**config.mk**
```make
export PLATFORM = sky130hd
export DESIGN_NAME = set_partition_enumerator
export DESIGN_NICKNAME = d
export VERILOG_FILES = /design/src/rtl/spe_pkg.sv /design/src/rtl/set_partition_enumerator.sv /design/src/rtl/spe_ctrl.sv /design/src/rtl/spe_dp.sv
export SDC_FILE = /design/constraint.sdc
export NUM_CORES = 1
export LEC_CHECK = 0
export ABC_CLOCK_PERIOD_IN_PS = 5370
export BUFFER_PORTS_ARGS = -buffer_cell sky130_fd_sc_hd__buf_2
export CORE_MARGIN = 10
export CORE_UTILIZATION = 38
export DETAILED_ROUTE_END_ITERATION = 7
export GPL_ROUTABILITY_DRIVEN = 1
export GPL_TIMING_DRIVEN = 1
export HOLD_SLACK_MARGIN = 0.06
export PLACE_DENSITY_LB_ADDON = 0.25
export SLEW_MARGIN = 10
export SYNTH_ARGS = -nofsm -noshare
export SYNTH_HDL_FRONTEND = slang
export SYNTH_SLANG_ARGS = --single-unit
export TNS_END_PERCENT = 50
```
**constraint.sdc**
```tcl
create_clock -name aclk -period 5.37 [get_ports aclk]
set_input_delay 1.074 -clock aclk [delete_from_list [all_inputs] [get_ports aclk]]
set_output_delay 1.074 -clock aclk [all_outputs]
set_load 0.01 [all_outputs]
```
**src/rtl/spe_pkg.sv**
```systemverilog
// shared types and constants for the set partition enumerator
package spe_pkg;

    localparam int MAX_ELEMENTS = 16;
    localparam int IDX_W        = $clog2(MAX_ELEMENTS);
    localparam int CNT_W        = $clog2(MAX_ELEMENTS + 1);
    localparam int FLD_W        = 5;
    localparam int SIZE_RESET   = 4;
    localparam int IN_DATA_W    = 8;
    localparam int OUT_DATA_W   = 16;
    localparam int OUT_USER_W   = 2;

    typedef enum logic [2:0] {
        ST_IDLE,
        ST_FIND,
        ST_LOAD,
        ST_EMIT,
        ST_UPDATE
    } state_t;

    // controller to datapath
    typedef struct packed {
        logic accept;
        logic find;
        logic load;
        logic emit;
        logic update;
    } cmd_t;

    // datapath to controller
    typedef struct packed {
        logic block_end;
        logic run_end;
    } sts_t;

endpackage

```
**src/rtl/set_partition_enumerator.sv**
```systemverilog
// top level of the set partition enumerator
//
//  channel | direction | tdata / tuser / tlast contents
//  --------+-----------+-----------------------------------------------------------
//  s_      | in        | tdata[0] restart, [7:1] zero
//  m_      | out       | tdata[4:0] element_number, [9:5] block_number, [15:10] zero;
//          |           |   tuser[0] last_in_block, [1] final_partition;
//          |           |   tlast last_of_run
//  cfg_    | in        | wdata[4:0] set_size, written when cfg_we is high
//
// one request transaction yields n result transactions (n elements): a pivot
// search, one mask load per block, one emit per element and one update step
// reset loads set_size 4 and the first partition (every element in block 1)
// a stalled m_ side holds the emit sequence in place; s_tready stays low until
// the partition has been advanced
module set_partition_enumerator (
    input  logic                            aclk,
    input  logic                            aresetn,
    // request channel
    input  logic                            s_tvalid,
    output logic                            s_tready,
    input  logic [spe_pkg::IN_DATA_W-1:0]   s_tdata,   // [0] restart
    // result channel
    output logic                            m_tvalid,
    input  logic                            m_tready,
    output logic [spe_pkg::OUT_DATA_W-1:0]  m_tdata,   // element_number, block_number
    output logic [spe_pkg::OUT_USER_W-1:0]  m_tuser,   // last_in_block, final_partition
    output logic                            m_tlast,   // last_of_run
    // configuration
    input  logic                            cfg_we,
    input  logic [spe_pkg::FLD_W-1:0]       cfg_wdata  // set_size
);

    spe_pkg::cmd_t              cmd;
    spe_pkg::sts_t              sts;
    logic [spe_pkg::FLD_W-1:0]  element_number;
    logic [spe_pkg::FLD_W-1:0]  block_number;
    logic                       last_in_block;
    logic                       final_partition;

    // sequencer: accept, pivot search, per-block load, emit, advance
    spe_ctrl u_ctrl (
        .aclk     (aclk),
        .aresetn  (aresetn),
        .s_tvalid (s_tvalid),
        .s_tready (s_tready),
        .sts      (sts),
        .cmd      (cmd)
    );

    // label store and result generation
    spe_dp u_dp (
        .aclk            (aclk),
        .aresetn         (aresetn),
        .cfg_we          (cfg_we),
        .cfg_wdata       (cfg_wdata),
        .restart         (s_tdata[0]),
        .cmd             (cmd),
        .sts             (sts),
        .m_tready        (m_tready),
        .m_tvalid        (m_tvalid),
        .element_number  (element_number),
        .block_number    (block_number),
        .last_in_block   (last_in_block),
        .last_of_run     (m_tlast),
        .final_partition (final_partition)
    );

    // pack result fields, lowest first, zero fill to a whole number of bytes
    assign m_tdata = {{(spe_pkg::OUT_DATA_W - 2 * spe_pkg::FLD_W){1'b0}},
                      block_number, element_number};
    assign m_tuser = {final_partition, last_in_block};

endmodule

```
**src/rtl/spe_ctrl.sv**
```systemverilog
// sequencing state machine for the set partition enumerator
module spe_ctrl (
    input  logic        aclk,
    input  logic        aresetn,
    input  logic        s_tvalid,
    output logic        s_tready,
    input  spe_pkg::sts_t sts,
    output spe_pkg::cmd_t cmd
);

    spe_pkg::state_t state_reg;
    spe_pkg::state_t state_next;

    always_ff @(posedge aclk) begin
        if (!aresetn) begin
            state_reg <= spe_pkg::ST_IDLE;
        end else begin
            state_reg <= state_next;
        end
    end

    always_comb begin
        state_next = state_reg;
        cmd        = '0;
        s_tready   = 1'b0;
        case (state_reg)
            spe_pkg::ST_IDLE: begin
                s_tready = 1'b1;
                if (s_tvalid) begin
                    cmd.accept = 1'b1;
                    state_next = spe_pkg::ST_FIND;
                end
            end
            spe_pkg::ST_FIND: begin
                cmd.find   = 1'b1;
                state_next = spe_pkg::ST_LOAD;
            end
            spe_pkg::ST_LOAD: begin
                cmd.load   = 1'b1;
                state_next = spe_pkg::ST_EMIT;
            end
            spe_pkg::ST_EMIT: begin
                cmd.emit = 1'b1;
                if (sts.run_end) begin
                    state_next = spe_pkg::ST_UPDATE;
                end else if (sts.block_end) begin
                    state_next = spe_pkg::ST_LOAD;
                end
            end
            spe_pkg::ST_UPDATE: begin
                cmd.update = 1'b1;
                state_next = spe_pkg::ST_IDLE;
            end
            default: begin
                state_next = spe_pkg::ST_IDLE;
            end
        endcase
    end

endmodule

```
**src/rtl/spe_dp.sv**
```systemverilog
// label store, pivot search, block emission and output register
module spe_dp (
    input  logic                        aclk,
    input  logic                        aresetn,
    input  logic                        cfg_we,
    input  logic [spe_pkg::FLD_W-1:0]   cfg_wdata,
    input  logic                        restart,
    input  spe_pkg::cmd_t               cmd,
    output spe_pkg::sts_t               sts,
    input  logic                        m_tready,
    output logic                        m_tvalid,
    output logic [spe_pkg::FLD_W-1:0]   element_number,
    output logic [spe_pkg::FLD_W-1:0]   block_number,
    output logic                        last_in_block,
    output logic                        last_of_run,
    output logic                        final_partition
);

    logic [spe_pkg::FLD_W-1:0]        size_reg;
    logic [spe_pkg::FLD_W-1:0]        label_reg [spe_pkg::MAX_ELEMENTS];
    logic [spe_pkg::FLD_W-1:0]        max_reg   [spe_pkg::MAX_ELEMENTS];
    logic [spe_pkg::IDX_W-1:0]        pivot_reg;
    logic                             final_reg;
    logic [spe_pkg::FLD_W-1:0]        blk_reg;
    logic [spe_pkg::MAX_ELEMENTS-1:0] rem_reg;
    logic [spe_pkg::CNT_W-1:0]        cnt_reg;

    logic                             m_valid_reg;
    logic [spe_pkg::FLD_W-1:0]        m_elem_reg;
    logic [spe_pkg::FLD_W-1:0]        m_blk_reg;
    logic                             m_lib_reg;
    logic                             m_last_reg;
    logic                             m_final_reg;

    logic [spe_pkg::CNT_W-1:0]        n;
    logic                             pivot_found;
    logic [spe_pkg::IDX_W-1:0]        pivot_idx;
    logic [spe_pkg::MAX_ELEMENTS-1:0] blk_mask;
    logic [spe_pkg::IDX_W-1:0]        low_idx;
    logic                             rem_single;
    logic                             run_last;
    logic                             fire;
    logic                             go_first;
    logic [spe_pkg::FLD_W-1:0]        lbl_p;
    logic [spe_pkg::FLD_W-1:0]        max_p;
    logic [spe_pkg::FLD_W-1:0]        lbl_new;
    logic [spe_pkg::FLD_W-1:0]        max_new;

    // effective set size, clamped to 1..MAX_ELEMENTS
    always_comb begin
        if (size_reg == '0) begin
            n = spe_pkg::CNT_W'(1);
        end else if (int'(size_reg) > spe_pkg::MAX_ELEMENTS) begin
            n = spe_pkg::CNT_W'(spe_pkg::MAX_ELEMENTS);
        end else begin
            n = spe_pkg::CNT_W'(size_reg);
        end
    end

    // rightmost growable position in 1..n-1
    always_comb begin
        pivot_found = 1'b0;
        pivot_idx   = '0;
        for (int i = 1; i < spe_pkg::MAX_ELEMENTS; i++) begin
            if (spe_pkg::CNT_W'(i) < n && label_reg[i] < max_reg[i]) begin
                pivot_found = 1'b1;
                pivot_idx   = spe_pkg::IDX_W'(i);
            end
        end
    end

    // members of the current block
    always_comb begin
        for (int j = 0; j < spe_pkg::MAX_ELEMENTS; j++) begin
            blk_mask[j] = (spe_pkg::CNT_W'(j) < n) && (label_reg[j] == blk_reg);
        end
    end

    // lowest remaining member
    always_comb begin
        low_idx = '0;
        for (int j = spe_pkg::MAX_ELEMENTS - 1; j >= 0; j--) begin
            if (rem_reg[j]) begin
                low_idx = spe_pkg::IDX_W'(j);
            end
        end
    end

    assign rem_single = ((rem_reg & (rem_reg - spe_pkg::MAX_ELEMENTS'(1))) == '0);
    assign run_last   = (cnt_reg + spe_pkg::CNT_W'(1)) == n;
    assign fire       = cmd.emit && (!m_valid_reg || m_tready);

    assign sts.block_end = fire && rem_single;
    assign sts.run_end   = fire && run_last;

    assign go_first = cfg_we || (cmd.accept && restart) || (cmd.update && final_reg);

    assign lbl_p   = label_reg[pivot_reg];
    assign max_p   = max_reg[pivot_reg];
    assign lbl_new = lbl_p + spe_pkg::FLD_W'(1);
    assign max_new = max_p + ((lbl_new == max_p) ? spe_pkg::FLD_W'(1) : '0);

    always_ff @(posedge aclk) begin
        if (!aresetn) begin
            size_reg <= spe_pkg::FLD_W'(spe_pkg::SIZE_RESET);
            for (int j = 0; j < spe_pkg::MAX_ELEMENTS; j++) begin
                label_reg[j] <= spe_pkg::FLD_W'(1);
                max_reg[j]   <= spe_pkg::FLD_W'(2);
            end
        end else begin
            if (cfg_we) begin
                size_reg <= cfg_wdata;
            end
            if (go_first) begin
                for (int j = 0; j < spe_pkg::MAX_ELEMENTS; j++) begin
                    label_reg[j] <= spe_pkg::FLD_W'(1);
                    max_reg[j]   <= spe_pkg::FLD_W'(2);
                end
            end else if (cmd.update) begin
                label_reg[pivot_reg] <= lbl_new;
                for (int j = 0; j < spe_pkg::MAX_ELEMENTS; j++) begin
                    if (spe_pkg::IDX_W'(j) > pivot_reg && spe_pkg::CNT_W'(j) < n) begin
                        label_reg[j] <= spe_pkg::FLD_W'(1);
                        max_reg[j]   <= max_new;
                    end
                end
            end
        end
    end

    // scan bookkeeping
    always_ff @(posedge aclk) begin
        if (cmd.accept) begin
            blk_reg <= spe_pkg::FLD_W'(1);
            cnt_reg <= '0;
        end
        if (cmd.find) begin
            pivot_reg <= pivot_idx;
            final_reg <= !pivot_found;
        end
        if (cmd.load) begin
            rem_reg <= blk_mask;
        end
        if (fire) begin
            rem_reg[low_idx] <= 1'b0;
            cnt_reg          <= cnt_reg + spe_pkg::CNT_W'(1);
            if (rem_single) begin
                blk_reg <= blk_reg + spe_pkg::FLD_W'(1);
            end
        end
    end

    // output register
    always_ff @(posedge aclk) begin
        if (!aresetn) begin
            m_valid_reg <= 1'b0;
        end else if (fire) begin
            m_valid_reg <= 1'b1;
        end else if (m_tready) begin
            m_valid_reg <= 1'b0;
        end
    end

    always_ff @(posedge aclk) begin
        if (fire) begin
            m_elem_reg  <= spe_pkg::FLD_W'(32'(low_idx) + 32'd1);
            m_blk_reg   <= blk_reg;
            m_lib_reg   <= rem_single;
            m_last_reg  <= run_last;
            m_final_reg <= final_reg;
        end
    end

    assign m_tvalid        = m_valid_reg;
    assign element_number  = m_elem_reg;
    assign block_number    = m_blk_reg;
    assign last_in_block   = m_lib_reg;
    assign last_of_run     = m_last_reg;
    assign final_partition = m_final_reg;

endmodule
```
==> summary.md <==
| Metric | Value |
|---|---|
| Tmin final | `4.18 ns` |
| Period utilization | `77.9%` |
| Pin count of the biggest net entering global routing | `35` |
| Cells after synthesis | `1182` |
| Async S/R FF share, synth | `0%` |
| First-pass GRT wire length | `57.5 mm` |
| Post-route cell area | `14000 um2` |
| Starting Density | `38.5%` |
| CP Max Fanout | `34` |
| Top-area cell type share of the netlist area | `42.6%` |
| Die footprint | `40700 um2` |
| Core footprint | `32500 um2` |
| Final Hold Fails | `0` |
| Crit path capture type | `flop` |
| Peak Freq | `239 MHz` |
| Worst-Skew Late Latency | `0.54 ns` |
| Worst vdd ir | `200 uV` |
| Req. time, crit path | `5.64 ns` |
| Synth top area cells | `edfxtp_1, ha_1, mux4_2, dfxtp_1, nor2_1` |
| Worst setup SP type | `flop` |
| DRC | `0` |
| Vias in the first global route | `9104` |
| Reg-to-Reg End | `u_dp.max_reg[14][1]` |
| Worst Setup Path Type | `flop to flop` |
| Slew headroom | `20.6%` |
| Fill cells | `3145` |
| Max-capacitance violation count | `0` |
| Status | `complete, no violations` |
| FF-to-FF Start | `u_dp.pivot_reg[1]` |
| R2R Setup Slk | `1.19 ns` |
| Initial DRC count | `915` |
| Clock-pin slew on the worst setup and hold paths | `0.06 ns` |
| Inserted Clock Buffers | `24` |
| Post-CTS Setup Inserts | `0` |
| Setup violators final | `0` |
| M2 GR Usage | `29.4%` |
| Syn avg cell area | `10.6 um2` |
| GPL Wtd Cong | `0.924` |
| TritonCTS clock tree | `yes` |
| Clk_skew | `0.0134 ns` |
| Post-synthesis cell type count | `67` |
| Area Growth Syn to Fin | `11.4%` |
| Via Count | `9433` |
| Leakage Power | `5.57 nW` |
| Register area share after synthesis | `47.4%` |
| Path depth of the worst reg2reg path | `13` |
| Most Crowded Layer GR | `met2` |
| Post-CTS Hold Buffers | `0` |
| Average wire per standard cell | `23.3 um` |
| Commonest cells in the netlist | `edfxtp_1, nor2_1, nand2_1` |
| Grt ovf | `0` |
| Worst-Margin Slew | `1.19 ns` |
| Hold path depth | `0` |
| Chip width | `202 um` |
| Dpl cell area | `13100 um2` |
| Max reg flops | `80` |
| Post-route ant nets | `0` |
| Post-synth EDFFs | `178` |
| Dominant cell by count in the synthesized netlist | `edfxtp_1` |
| Nets | `1281` |
| YS warnings | `0` |
| # diodes | `0` |
| Num ports | `39` |
| # rows | `66` |
| PD cells | `352 nW/um2` |
| Layout cell share with drive strength beyond 1 | `13.1%` |
| IO Port Bufs | `25` |
| Drt pass-1 iters | `5` |
| Met1 Use GR | `24.5%` |
| Post-CTS sizing | `0` |
| Clk sink count | `208` |
| Area leader, netlist | `edfxtp_1` |
| RSZ-0062 raised after global routing | `no` |
| Yosys reg bits | `208` |
| Clk buf depth | `3` |
| Initial antenna violation count | `0` |
| Setup TNS | `0 ns` |
| Via/cell ratio | `5.70` |
| Root cell of the clock tree | `clkbuf_16` |
| DRT Wirelength | `38.5 mm` |
| HP Start | `u_dp.blk_reg[2]` |
| Post-detail-place hpwl | `27.8 mm` |
| Die Ht | `202 um` |
| Met3 global-route usage | `3.65%` |
| CP arrival | `4.46 ns` |
| Max Slew Vio Count | `0` |
| H-tree Lvls | `1` |
| Main synth FF type | `edfxtp_1` |
| Hold Slack | `0.466 ns` |
| Hold Path Sink | `u_dp.block_number[2]` |
| Hold crit path type | `flop to flop` |
| Netlist Area Pre-Place | `12500 um2` |
| All-Layer GR Usage | `18.4%` |
-- critical path: stages (launching register included) --
cell and delay [ns]:
edfxtp_1 0.80, buf_12 0.29, mux4_2 0.34, a22oi_1 0.23
nand2_1 0.11, ha_1 0.27, xnor2_2 0.22, xor2_1 0.18
nand3_1 0.09, nor3_1 0.22, ha_1 0.22, ha_1 0.48
nor2b_1 0.37, nand2_1 0.09
-- cells by family after synthesis --
| family | synth area share [%] |
|---|---|
| mux | 7.95 |
| other cells | 0.0299 |
| simple gates | 16.1 |
| flops | 47.4 |
| compound gates | 9.51 |
| buf+inv | 4.89 |
| fa+ha+maj | 7.05 |
| xor+xnor | 7.03 |
-- report_power, final --
part	internal, W	leakage (nW)	switching, W
clock network	0.00103	0.418	0.000677
logic	0.000420	3.06	0.000761
registers	0.00188	2.09	0.000148
total	0.00333	5.57	0.00159
-- layout make-up --
type                       instances  area [um2]  share of cell area, %
multi-input combinational        835        6010                   43.0
sequential                       208        5950                   42.6
clock buffer                      32         712                   5.10
tap                              442         553                   3.96
timing repair buffer              50         338                   2.42
inverter                          75         282                   2.01
clock inverter                    12         131                  0.940
-- worst max path at each step --
stage	from	endpoint	slack (ns)
2_1_floorplan	u_dp.pivot_reg[0]	u_dp.max_reg[13][4]	1.49
3_3_place_gp	u_dp.pivot_reg[1]	u_dp.max_reg[12][1]	1.28
3_5_place_dp	u_dp.pivot_reg[1]	u_dp.max_reg[13][1]	1.24
4_1_cts	u_dp.pivot_reg[1]	u_dp.max_reg[13][1]	1.19
5_1_grt	u_dp.pivot_reg[1]	u_dp.max_reg[14][1]	0.99
6_report	u_dp.pivot_reg[1]	u_dp.max_reg[14][1]	1.19
-- placed cells by master (no fill, tap or decap), types with 19 or more instances in the layout --
master     synthesis  final
xnor2_1           34     34
clkbuf_16          0     25
a21o_1            23     23
o21ai_0           23     23
a21oi_1           57     57
dfxtp_1           30     30
mux4_2            37     37
xor2_1            61     61
nand2b_1          26     26
inv_1             75     75
nor4_1            23     23
nand3_1           40     40
edfxtp_1         178    178
or2_2             19     19
ha_1              69     69
nand2_1           79     79
buf_2             16     25
buf_4             12     23
nor2_1           160    160
-- stage by stage --
step	setup slack [ns]	std cells	total power, W	util [%]
3_3_place_gp	1.28	1610	0.00320	40.4
4_1_cts	1.19	1654	0.00493	42.9
3_5_place_dp	1.24	1610	0.00322	40.4
5_1_grt	0.986	1654	0.00513	42.9
2_1_floorplan	1.49	1189	0.00281	-
6_report	1.19	1654	0.00492	42.9
-- routing by layer --
metal,routed length (um),up-vias
li1,-,4288
met1,15900,4572
met2,17500,480
met3,3730,93
met4,1320,0
met5,0,-
Note: power is estimated with default switching activity, not from simulation.
